===== src/rtl/varint_zigzag_serializer_defines.svh =====
// Assertion macros for the serializer. They expect clk and rst in scope.
`ifndef VARINT_ZIGZAG_SERIALIZER_DEFINES_SVH
`define VARINT_ZIGZAG_SERIALIZER_DEFINES_SVH

// Checked only outside reset.
`define VZS_CHECK(lbl, prop, msg) \
  lbl: assert property (@(posedge clk) disable iff (rst) prop) else $error(msg);

// Checked at every edge, reset included.
`define VZS_CHECK_ALWAYS(lbl, prop, msg) \
  lbl: assert property (@(posedge clk) prop) else $error(msg);

`endif


===== src/rtl/vzs_pkg.sv =====
`timescale 1ns / 1ps

package vzs_pkg;

  localparam logic [1:0] OP_FIXED  = 2'd0;
  localparam logic [1:0] OP_VARINT = 2'd1;
  localparam logic [1:0] OP_ZIGZAG = 2'd2;

  localparam logic [1:0] SIZE_8  = 2'd0;
  localparam logic [1:0] SIZE_16 = 2'd1;
  localparam logic [1:0] SIZE_32 = 2'd2;
  localparam logic [1:0] SIZE_64 = 2'd3;

  localparam int unsigned MaxRun = 10;

  localparam logic [6:0] VARINT_LOW_MASK = 7'h7F;
  localparam logic [7:0] VARINT_MORE_BIT = 8'h80;

  typedef struct packed {
    logic [1:0]  operation;
    logic [1:0]  size_code;
    logic [63:0] value;
  } item_t;

  typedef struct packed {
    logic [7:0] out_byte;
    logic       last;
  } run_t;

endpackage


===== src/rtl/varint_zigzag_serializer.sv =====
`timescale 1ns / 1ps
// Channel   Handshake              Payload
// item      item_valid/item_stall  item_data  (operation, size_code, value)
// run       run_valid/run_stall    run_data   (out_byte, last)
// config    cfg_we                 cfg_wdata  (little_endian)
//
// An item of n bytes (1 to 10) holds the run register until its last byte leaves,
// one byte a cycle when not stalled, and that sets the rate. The next item waits in
// the hold register and is loaded as the last byte of the current run leaves, so
// runs follow with no gap; an item with the unused operation code is dropped there.
// Reset (synchronous) empties both registers and selects big endian order.
// A stall on the run side stalls the item side once the hold register is full.

module varint_zigzag_serializer
  import vzs_pkg::*;
(
  input  logic  clk,
  input  logic  rst,
  input  logic  item_valid,
  output logic  item_stall,
  input  item_t item_data,
  output logic  run_valid,
  input  logic  run_stall,
  output run_t  run_data,
  input  logic  cfg_we,
  input  logic  cfg_wdata
);

  `include "varint_zigzag_serializer_defines.svh"

  logic        little_endian;
  logic        hold_valid;
  item_t       hold;
  logic [79:0] run_bytes;
  logic [3:0]  run_count;

  logic        emit_free;
  logic        hold_take;
  logic [79:0] enc_bytes;
  logic [3:0]  enc_count;

  assign emit_free  = (run_count == 4'd0) || ((run_count == 4'd1) && !run_stall);
  assign hold_take  = hold_valid && emit_free;
  assign item_stall = hold_valid && !emit_free;

  assign run_valid         = (run_count != 4'd0);
  assign run_data.out_byte = run_bytes[7:0];
  assign run_data.last     = (run_count == 4'd1);

  // Encoder: works on the held item in a single pass.
  always_comb begin
    logic [63:0] mask;
    logic [63:0] vm;
    logic [63:0] zz;
    logic [63:0] vv;
    logic [63:0] fb;
    logic [69:0] ext;
    logic [6:0]  grp [MaxRun];
    logic [3:0]  vcount;
    logic [79:0] vbytes;
    logic [3:0]  nbytes;
    logic [2:0]  idx;
    logic        neg;

    unique case (hold.size_code)
      SIZE_8:  mask = 64'h0000_0000_0000_00FF;
      SIZE_16: mask = 64'h0000_0000_0000_FFFF;
      SIZE_32: mask = 64'h0000_0000_FFFF_FFFF;
      default: mask = 64'hFFFF_FFFF_FFFF_FFFF;
    endcase
    vm = hold.value & mask;

    // The sign bit is the highest bit the mask keeps.
    unique case (hold.size_code)
      SIZE_8:  neg = vm[7];
      SIZE_16: neg = vm[15];
      SIZE_32: neg = vm[31];
      default: neg = vm[63];
    endcase
    zz = ((vm << 1) ^ {64{neg}}) & mask;
    vv = (hold.operation == OP_ZIGZAG) ? zz : vm;

    ext    = {6'b0, vv};
    vcount = 4'd1;
    for (int k = 0; k < MaxRun; k++) begin
      grp[k] = ext[7 * k +: 7] & VARINT_LOW_MASK;
      if (grp[k] != 7'd0) begin
        vcount = 4'(k + 1);
      end
    end
    for (int k = 0; k < MaxRun; k++) begin
      vbytes[8 * k +: 8] = ((vcount > 4'(k + 1)) ? VARINT_MORE_BIT : 8'h00) | {1'b0, grp[k]};
    end

    nbytes = 4'd1 << hold.size_code;
    fb     = 64'd0;
    for (int k = 0; k < 8; k++) begin
      idx = little_endian ? 3'(k) : 3'(nbytes - 4'd1 - 4'(k));
      if (4'(k) < nbytes) begin
        fb[8 * k +: 8] = vm[8 * idx +: 8];
      end
    end

    unique case (hold.operation)
      OP_FIXED: begin
        enc_bytes = {16'd0, fb};
        enc_count = nbytes;
      end
      OP_VARINT, OP_ZIGZAG: begin
        enc_bytes = vbytes;
        enc_count = vcount;
      end
      default: begin
        enc_bytes = 80'd0;
        enc_count = 4'd0;
      end
    endcase
  end

  always_ff @(posedge clk) begin
    if (rst) begin
      little_endian <= 1'b0;
    end else if (cfg_we) begin
      little_endian <= cfg_wdata;
    end
  end

  always_ff @(posedge clk) begin
    if (rst) begin
      hold_valid <= 1'b0;
    end else if (item_valid && !item_stall) begin
      hold_valid <= 1'b1;
    end else if (hold_take) begin
      hold_valid <= 1'b0;
    end
  end

  always_ff @(posedge clk) begin
    if (item_valid && !item_stall) begin
      hold <= item_data;
    end
  end

  always_ff @(posedge clk) begin
    if (rst) begin
      run_count <= 4'd0;
    end else if (hold_take) begin
      run_count <= enc_count;
    end else if (run_valid && !run_stall) begin
      run_count <= run_count - 4'd1;
    end
  end

  always_ff @(posedge clk) begin
    if (hold_take) begin
      run_bytes <= enc_bytes;
    end else if (run_valid && !run_stall) begin
      run_bytes <= {8'd0, run_bytes[79:8]};
    end
  end

  property run_steps_down;
    run_valid && !run_stall && run_count > 4'd1 |=> run_count == $past(run_count) - 4'd1;
  endproperty

  property reset_empties;
    rst |=> run_count == 4'd0 && !hold_valid;
  endproperty

  `VZS_CHECK(a_stall_only_when_held, item_stall |-> hold_valid, "item stalled, hold empty")
  `VZS_CHECK(a_run_steps_down, run_steps_down, "run count did not step down")
  `VZS_CHECK(a_run_bounded, run_count <= 4'(MaxRun), "run longer than ten bytes")
  `VZS_CHECK_ALWAYS(a_reset_empties, reset_empties, "reset left an item in flight")

endmodule

===== config.mk =====
export PLATFORM = sky130hd
export DESIGN_NAME = varint_zigzag_serializer
export DESIGN_NICKNAME = d
export VERILOG_FILES = /design/src/rtl/vzs_pkg.sv /design/src/rtl/varint_zigzag_serializer.sv
export VERILOG_INCLUDE_DIRS = /design/src /design/src/rtl
export SDC_FILE = /design/constraint.sdc
export NUM_CORES = 1
export LEC_CHECK = 0
export ABC_AREA = 1
export BUFFER_PORTS_ARGS = -buffer_cell sky130_fd_sc_hd__buf_4
export CAP_MARGIN = 20
export CORE_AREA = 2 2 147 149
export DETAILED_ROUTE_END_ITERATION = 8
export DIE_AREA = 0 0 149 151
export GPL_TIMING_DRIVEN = 0
export PLACE_DENSITY = 0.67
export SLEW_MARGIN = 20
export SYNTH_ARGS = -nofsm -noshare
export SYNTH_HDL_FRONTEND = slang
export SYNTH_SLANG_ARGS = --single-unit

===== constraint.sdc =====
create_clock -name clk -period 7.4 [get_ports clk]
set_clock_uncertainty 0.15 [all_clocks]
set_input_delay 0.74 -clock clk [delete_from_list [all_inputs] [get_ports clk]]
set_output_delay 0.74 -clock clk [all_outputs]
set_load 0.01 [all_outputs]

# Word level (Yosys, flattened, before mapping)

Index checks and enable logic that the tools add are counted.

Register bits after elaboration: 154
Logic and storage cells: 131
Input port bits: 74
Output and inout port bits: 11

Bitwise logic cells: 13
Equality and inequality tests: 5
Order comparisons: 18
Reduce and logical (&&, ||, !) cells: 24
Shift operators: 9
Multiplexer cells: 46
$add $sub $neg: 9

Operator list:

| operator                                           | count |
|---|---|
| indexed part select 64 x 7 -> 8 bit                | 8 |
| case mux 64 bit (3 select lines)                   | 1 |
| 2-to-1 mux 80 bit                                  | 2 |
| case mux 80 bit (2 select lines)                   | 1 |
| 2-to-1 mux 8 bit                                   | 18 |
| bitwise AND 64 bit                                 | 2 |
| OR 8 x 7 -> 8 bit                                  | 9 |
| 2-to-1 mux 64 bit                                  | 1 |
| bitwise XOR 64 bit                                 | 1 |
| nonzero test 7 bit                                 | 8 |
| 2-to-1 mux 3 bit                                   | 11 |
| 2-to-1 mux 4 bit                                   | 6 |
| > comparator 4 x 3 -> 1 bit, second input constant | 4 |
| < comparator 3 x 4 -> 1 bit, first input constant  | 4 |
| > comparator 4 bit, second input constant          | 3 |
| subtractor 3 bit, second input constant            | 4 |
| > comparator 4 x 2 -> 1 bit, second input constant | 2 |
| < comparator 1 x 4 -> 1 bit, first input constant  | 2 |
| < comparator 2 x 4 -> 1 bit, first input constant  | 2 |
| OR 8 x 1 -> 8 bit                                  | 1 |
| case mux 4 bit (2 select lines)                    | 1 |
| subtractor 3 x 1 -> 3 bit, second input constant   | 2 |
| subtractor 3 x 2 -> 3 bit, second input constant   | 2 |
| logical AND 1 bit                                  | 5 |
| other kinds (16)                                   | 24 |

# Logic depth before layout (Yosys ltp)

Gate-level depths: netlist of the first run.

Word-level depth: 22
Gate-level depth with buffers: 26

# Least setup slack after synthesis of the first run

No wires, ideal clock.

Kind: register to register
Start: register run_count[0]
End: register run_count[0]
Data required time: 7.113 ns
Path slack: 2.230 ns
Data arrival time: 4.882 ns
Period minus slack after synthesis: 5.170 ns
Library setup time: 0.137 ns
Cell stages (with the launch flop): 8
Buffers on the path: 0
Cell sequence: dfxtp_1 inv_1 ha_1 nand2_1 o21ai_1 o21ai_0 a31oi_1 a21oi_1

RTL lines:

| element                      | line                            | RTL |
|---|---|---|
| from (decl)                  | varint_zigzag_serializer.sv:35  | `logic [3:0] run_count;` |
| from (signal assigned)       | varint_zigzag_serializer.sv:148 | `run_count <= enc_count;` |
| from (signal assigned)       | varint_zigzag_serializer.sv:150 | `run_count <= run_count - 4'd1;` |
| nonzero test 4 bit           | varint_zigzag_serializer.sv:46  | `assign run_valid = (run_count != 4'd0);` |
| via run_valid                | varint_zigzag_serializer.sv:22  | `output logic run_valid,` |
| logical AND 1 bit            | varint_zigzag_serializer.sv:149 | `end else if (run_valid && !run_stall) begin` |
| nonzero test 2 bit (no line) | --                              |  |

The timed path passes the listed nets, and every way through them passes these cells. The select of a mux whose other input is x is not followed.
A chain may end at the register's enable or synchronous reset.

# Worst setup path in the final report of the first run

Start: register hold[64] (netlist bit)
End: register run_bytes[19] (data pin)

Cells in the longest elaborated chain, start to end: 10

Ends and longest elaborated chain:

| element                                                                           | line                            | RTL |
|---|---|---|
| from (decl)                                                                       | varint_zigzag_serializer.sv:33  | `item_t hold;` |
| from (signal assigned)                                                            | varint_zigzag_serializer.sv:140 | `hold <= item_data;` |
| parallel branches: the longest is 8 deep, another holds subtractor 3 x 1 -> 3 bit | --                              |  |
| case mux 80 bit (2 select lines) (*)                                              | varint_zigzag_serializer.sv:104 | `unique case (hold.operation)` |
| 2-to-1 mux 80 bit (*)                                                             | varint_zigzag_serializer.sv:155 | `if (hold_take) begin` |
| to (signal assigned)                                                              | varint_zigzag_serializer.sv:156 | `run_bytes <= enc_bytes;` |
| to (signal assigned)                                                              | varint_zigzag_serializer.sv:158 | `run_bytes <= {8'd0, run_bytes[79:8]};` |
| to (decl)                                                                         | varint_zigzag_serializer.sv:34  | `logic [79:0] run_bytes;` |

Mark *: on every way between the ends.

==> results of run 1 <==
-- worst max-delay path by stage --
stage	slack, ns	from	depth (start not counted)	end
6_report	3.06	hold[64]	10	run_bytes[19]
5_1_grt	2.92	hold[64]	10	run_bytes[19]
4_1_cts	3.22	hold[64]	10	run_bytes[19]
3_5_place_dp	3.22	hold[64]	10	run_bytes[19]
3_3_place_gp	0.48	run_count[0]	7	run_count[0]
2_1_floorplan	2.23	run_count[0]	7	run_count[0]
-- cell type report --
type	count	area [sq um]	area share, %
plain buffers	94	468	3.91
clock buffers	19	475	3.98
well taps	275	344	2.88
multi-input cells	1029	5020	42.0
inverters	99	374	3.13
diodes	1	2.50	0.0209
clock inverters	13	148	1.23
repair buffers	88	741	6.20
flip-flops and latches	148	4380	36.7
-- worst max-delay path: stages (launching register included) --
cell and delay (ns):
edfxtp_1 0.47, inv_1 0.17, ha_1 0.43, inv_1 0.10, ha_1 0.38, nor2_1 0.36
clkinv_1 0.31, clkbuf_1 0.33, o21ai_0 0.68, nor2_1 0.09, o311ai_0 0.58
-- cell usage in the layout (no fill, tap or decap), drive strengths merged, types with 15 or more instances in the layout --
cell	netlist	layout
nand2	392	392
o21ai	183	183
ha	15	15
nand3	72	72
buf	31	119
o211ai	16	16
inv	95	103
a21oi	71	71
clkbuf	63	82
nor2	169	169
a22oi	25	25
edfxtp	142	142
-- kinds of logic (layout without fill, tap and decap cells) --
| kind of cell | count (synthesis) | after routing | share of synthesized area [%] |
|---|---|---|---|
| AND/OR/NAND/NOR | 648 | 648 | 25.7 |
| multiplexers | 2 | 2 | 0.196 |
| buffers and inverters | 193 | 313 | 8.21 |
| adder cells (fa/ha/maj) | 15 | 15 | 1.83 |
| AO/OA/AOI/OAI | 363 | 363 | 21.2 |
| other | 1 | 2 | 0.0367 |
| flip-flops | 148 | 148 | 42.9 |
-- per-layer routing --
metal  up-vias  track usage [%]  share of wire, %  routed length, microns
li1       4917                -                 -                       -
met1      5185             53.2                39                   17300
met2       877             61.1                43                   19400
met3       146             9.10                12                    5510
met4         0             19.3               5.3                    2380
met5         -                0                 0                       0
-- state kept, by name, summed over array words and instances (netlist names) --
name / count
hold: 68
hold_valid: 1
little_endian: 1
run_bytes: 74
run_count: 4
-- report_power, final --
part | internal [mW] | total [mW] | switching (mW)
registers | 1.35 | 1.47 | 0.127
logic | 0.607 | 1.96 | 1.36
clock network | 0.520 | 0.940 | 0.420
total | 2.47 | 4.38 | 1.90
==> flow_summary.json, run 1 <==
{
  "outcome": "finished, final reports clean",
  "fin_crit_ns": 4.34,
  "vias_per_cell": 6.30,
  "drt_iter0_markers": 1995,
  "yosys_warnings": 0,
  "ff2ff_setup_slack_ns": 3.06,
  "final_core_util_pct": 57.4,
  "num_rows": 53,
  "antenna_left": 0,
  "cp-start-kind": "register",
  "leakagePower_nw": 5.08,
  "post-place-cells": 1733,
  "tns_ns": 0,
  "die_x_microns": 149,
  "cts_hold_buf": 0,
  "min_to": "hold[39]",
  "clockBufferDepth": 2,
  "post_cts_resized": 0,
  "worst-setup-path-type": "reg2reg",
  "drive_gt1_share_pct": 11.7,
  "ios": 85,
  "insertion_delay_ns": 0.44,
  "vdd_drop_max_mv": 0.152,
  "dp_hpwl_microns": 35500,
  "post-route-period-util_pct": 58.7,
  "r2r_cells": 10,
  "layout_setup_ws_ns": 3.06,
  "coreArea_sq_um": 20800,
  "dpl_cell_area_sq_um": 11300,
  "required_ns": 7.41,
  "fin_cells": 1766,
  "drtPass1Iterations": 6,
  "grt_pass1_wl_microns": 64100,
  "cts_tree": "done",
  "grt_overflow": 0,
  "clock.fmax_mhz": 230,
  "nNetsFinal": 1566,
  "post-place-ws_ns": 3.22,
  "post_cts_buffers": 0,
  "cts_made_buffers": 17,
  "wl_per_cell_microns": 25.2,
  "r2r_start": "hold[64]",
  "yosysTopAreaCellShare_pct": 41.7,
  "crit_path_max_fanout": 10,
  "synth_edf_count": 142,
  "min-delay-path-class": "in2reg",
  "area_growth_pct": 16.9,
  "syn_nets": 1459,
  "synth.avg_cell_area_sq_um": 7.47,
  "slew_headroom_pct": 26.7,
  "ys_seq_area_share_pct": 42.9,
  "synthArstFlopShare_pct": 0,
  "power_density_nw_per_um2": 366,
  "rsz0062_at_grt": "false",
  "power.total_mw": 4.38,
  "whs_path_depth": 1,
  "cts-root-buf": "clkbuf_16",
  "critPathArrivalTime_ns": 4.35,
  "synthFlopType": "edfxtp_1",
  "min_from": "item_data[39]",
  "cap_violations": 0,
  "synthDistinctLibCells": 48,
  "antenna_found_initial": 0,
  "die_area_sq_um": 22500,
  "cts.sinks": 148,
  "hold_slack_ns": 0.316,
  "drt_wl_total_microns": 44500,
  "clk_pin_slew_worst_paths_ns": 0.07,
  "worst_r2r_endpoint": "run_bytes[19]",
  "grt_pass1_vias": 10000,
  "dr_total_vias": 11100,
  "port_buffers": 84,
  "grt_max_degree": 67,
  "die_height_microns": 151,
  "synth_common_cells": "nand2_1, o21ai_0, nor2_1, edfxtp_1, inv_1",
  "synth_seq_cells": 148,
  "synth_area_leader_cell": "edfxtp_1",
  "drv_slew": 0,
  "netlist_instances": 1370,
  "finalHoldViolCount": 0,
  "grt_usage_pct": 39.8,
  "syn-cell-area_sq_um": 10200,
  "fill_cells": 1960,
  "worstMarginPinSlew_ns": 1.09,
  "setup_violations": 0,
  "fin_area_sq_um": 12000,
  "drc": 0,
  "place.gp.congestion": 1.05,
  "ctsHtreeMaxLevel": 4,
  "endpoint_kind": "register",
  "synth.most_common_cell": "nand2_1",
  "synth.area.top_cells": "edfxtp_1, nand2_1, o21ai_0",
  "initial_core_util_pct": 49.1
}
No activity file was read; power rests on OpenSTA's default activity.
==> run 2: changes to the inputs <==
--- a/config.mk
+++ b/config.mk
@@ -13,7 +13,7 @@
 export DETAILED_ROUTE_END_ITERATION = 8
 export DIE_AREA = 0 0 149 151
 export GPL_TIMING_DRIVEN = 0
-export PLACE_DENSITY = 0.67
+export PLACE_DENSITY = 0.7
 export SLEW_MARGIN = 20
 export SYNTH_ARGS = -nofsm -noshare
 export SYNTH_HDL_FRONTEND = slang
==> constraint.sdc (replaced) <==
create_clock -name clk -period 3.65 [get_ports clk]
set_clock_uncertainty 0.15 [all_clocks]
set_input_delay 0.365 -clock clk [delete_from_list [all_inputs] [get_ports clk]]
set_output_delay 0.365 -clock clk [all_outputs]
set_load 0.01 [all_outputs]
==> run 2 against run 1 <==
Against the previous run:
- first-iteration DRC count decreased by 11%
- sequential share of layout area shrank 2.5 points
- the run now ends with negative setup slack left
- wire length is 1.6% lower
- worst setup slack lost 3.1 ns
==> flow_summary.json, run 2 (synthesis gave the netlist of run 1 again) <==
{
  "insertion_delay_ns": 0.44,
  "cp-start-kind": "register",
  "initial_core_util_pct": 49.1,
  "top_layer": "met4",
  "nNetsFinal": 1641,
  "ff2ff_setup_slack_ns": -0.02,
  "cts_made_buffers": 17,
  "dr_wl_met2_microns": 19100,
  "largest_register_ffs": 74,
  "setup_violations": 1,
  "die_area_sq_um": 22500,
  "clock.fmax_mhz": 272,
  "worst-setup-path-type": "reg2reg",
  "critPathArrivalTime_ns": 3.75,
  "cts_tree": "done",
  "place.gp.congestion": 1.07,
  "top_register": "run_bytes",
  "port_buffers": 84,
  "dp_hpwl_microns": 34000,
  "fin_crit_ns": 3.67,
  "antenna_left": 0,
  "power_density_nw_per_um2": 691,
  "diodes": 0,
  "worstMarginPinSlew_ns": 0.962,
  "reg.largest.list": "run_bytes (74), hold (68), run_count (4)",
  "grt_usage_pct": 39.0,
  "rsz0062_at_grt": "true",
  "wl_met3_microns": 5240,
  "cts.sinks": 148,
  "wl_per_cell_microns": 23.8,
  "violations": "negative setup slack",
  "finalHoldViolCount": 0,
  "layout_common_cells": "nand2_1, nor2_1, o21ai_0",
  "vias_per_cell": 6.14,
  "required_ns": 3.72,
  "cts-root-buf": "clkbuf_16",
  "crit_path_end": "run_bytes[19]",
  "drtPass1Iterations": 8,
  "met1_length_microns": 17200,
  "die_height_microns": 151,
  "r2r_cells": 9,
  "layout_setup_ws_ns": -0.0245,
  "crit_path_max_fanout": 10,
  "drv_slew": 0,
  "coreArea_sq_um": 20800,
  "antenna_found_initial": 1,
  "drt_wl_total_microns": 43800,
  "leakagePower_nw": 5.42,
  "vdd_drop_max_mv": 0.327,
  "num_rows": 53,
  "r2r_start": "hold[65]",
  "grt_overflow": 0,
  "clockBufferDepth": 2,
  "post-place-cells": 1733,
  "ios": 85,
  "drive_gt1_share_pct": 13.6,
  "worstSetupStartpoint": "hold[65]",
  "tns_ns": -0.0245,
  "post-route-period-util_pct": 101,
  "slew_headroom_pct": 35.2,
  "dr_total_vias": 11300,
  "grt_max_degree": 67,
  "worst_r2r_endpoint": "run_bytes[19]",
  "die_x_microns": 149,
  "drt_iter0_markers": 1779,
  "endpoint_kind": "register",
  "grt_pass1_wl_microns": 63200,
  "outcome": "complete, but fails checks",
  "fin_cells": 1840,
  "drc": 0,
  "final_common_cell": "nand2_1",
  "cap_violations": 0,
  "grt_pass1_vias": 10100,
  "clk_pin_slew_worst_paths_ns": 0.07,
  "area_growth_pct": 25.3,
  "min-delay-path-class": "in2reg",
  "ctsHtreeMaxLevel": 4
}
run 2: cell count changes in the layout (fill, tap and decap cells not counted), sizes merged:
| cell | before | now |
|---|---|---|
| buf | 119 | 123 |
| bufinv | 1 | 0 |
| clkbuf | 82 | 87 |
| clkinv | 7 | 5 |
| clkinvlp | 1 | 0 |
| diode | 1 | 0 |
| dlygate4sd3 | 0 | 69 |
| inv | 103 | 104 |
run 2: metal layers:
| metal | GRT usage (%) | up-vias |
|---|---|---|
| li1 | - | 5068 |
| met1 | 53.1 | 5238 |
| met2 | 60.1 | 849 |
| met3 | 8.16 | 141 |
| met4 | 17.7 | 0 |
| met5 | 0 | - |
run 2: where the power goes:
| part | switching (mW) | total, mW | internal, mW |
|---|---|---|---|
| Clock | 0.792 | 1.80 | 1.01 |
| Sequential | 0.243 | 2.97 | 2.73 |
| Combinational | 2.76 | 4.09 | 1.33 |
run 2: worst min-delay path by stage:
stage	startpoint	to	slack (ns)	depth (start not counted)
finish	cfg_wdata	little_endian	0.03	3
global route	cfg_wdata	little_endian	0.04	3
CTS	cfg_wdata	little_endian	0.04	3
detailed placement	run_bytes[31]	run_bytes[23]	0.36	2
global placement	run_bytes[31]	run_bytes[23]	0.35	2
floorplan	rst	hold_valid	0.28	1
run 2: critical path, cell delays in order, from the launching register on:
cell	delay [ns]
edfxtp_1	0.47
inv_2	0.13
ha_4	0.23
nor2_1	0.18
clkbuf_1	0.35
clkbuf_1	0.50
o21ai_0	0.51
mux2i_1	0.53
nor2_1	0.07
o311ai_0	0.35
run 2: area by class of cell:
class,count,area [sq um]
buffer,94,489
clock buffer,22,508
clock inverter,10,77.6
fill,1867,8000
inverter,99,377
multi-input combinational,1029,5170
sequential,148,4380
tap,275,344
timing repair buffer,163,1480
run 2: what timing repair did:
item | in CTS | in global routing
buffers inserted | 0 | 6
gates resized for setup | 19 | 53
setup endpoints to repair | 15 | 39
hold buffers | 69 | 0
pin swaps | 0 | 5
endpoints found under the hold margin | 70 | 0
run 2: stage by stage:
| stage | utilization, % | hold WS, ns | power (mW) | area, sq um | setup WS (ns) |
|---|---|---|---|---|---|
| after floorplan | - | 0.284 | 5.26 | 10200 | 0.0656 |
| after global placement | 53.8 | 0.351 | 6.61 | 11200 | -0.949 |
| after detailed placement | 54.4 | 0.356 | 6.77 | 11300 | -0.169 |
| after CTS | 60.8 | 0.0385 | 8.62 | 12700 | 0.0170 |
| after global routing | 61.6 | 0.0437 | 9.24 | 12800 | -0.0607 |
| final | 61.6 | 0.0302 | 8.86 | 12800 | -0.0245 |
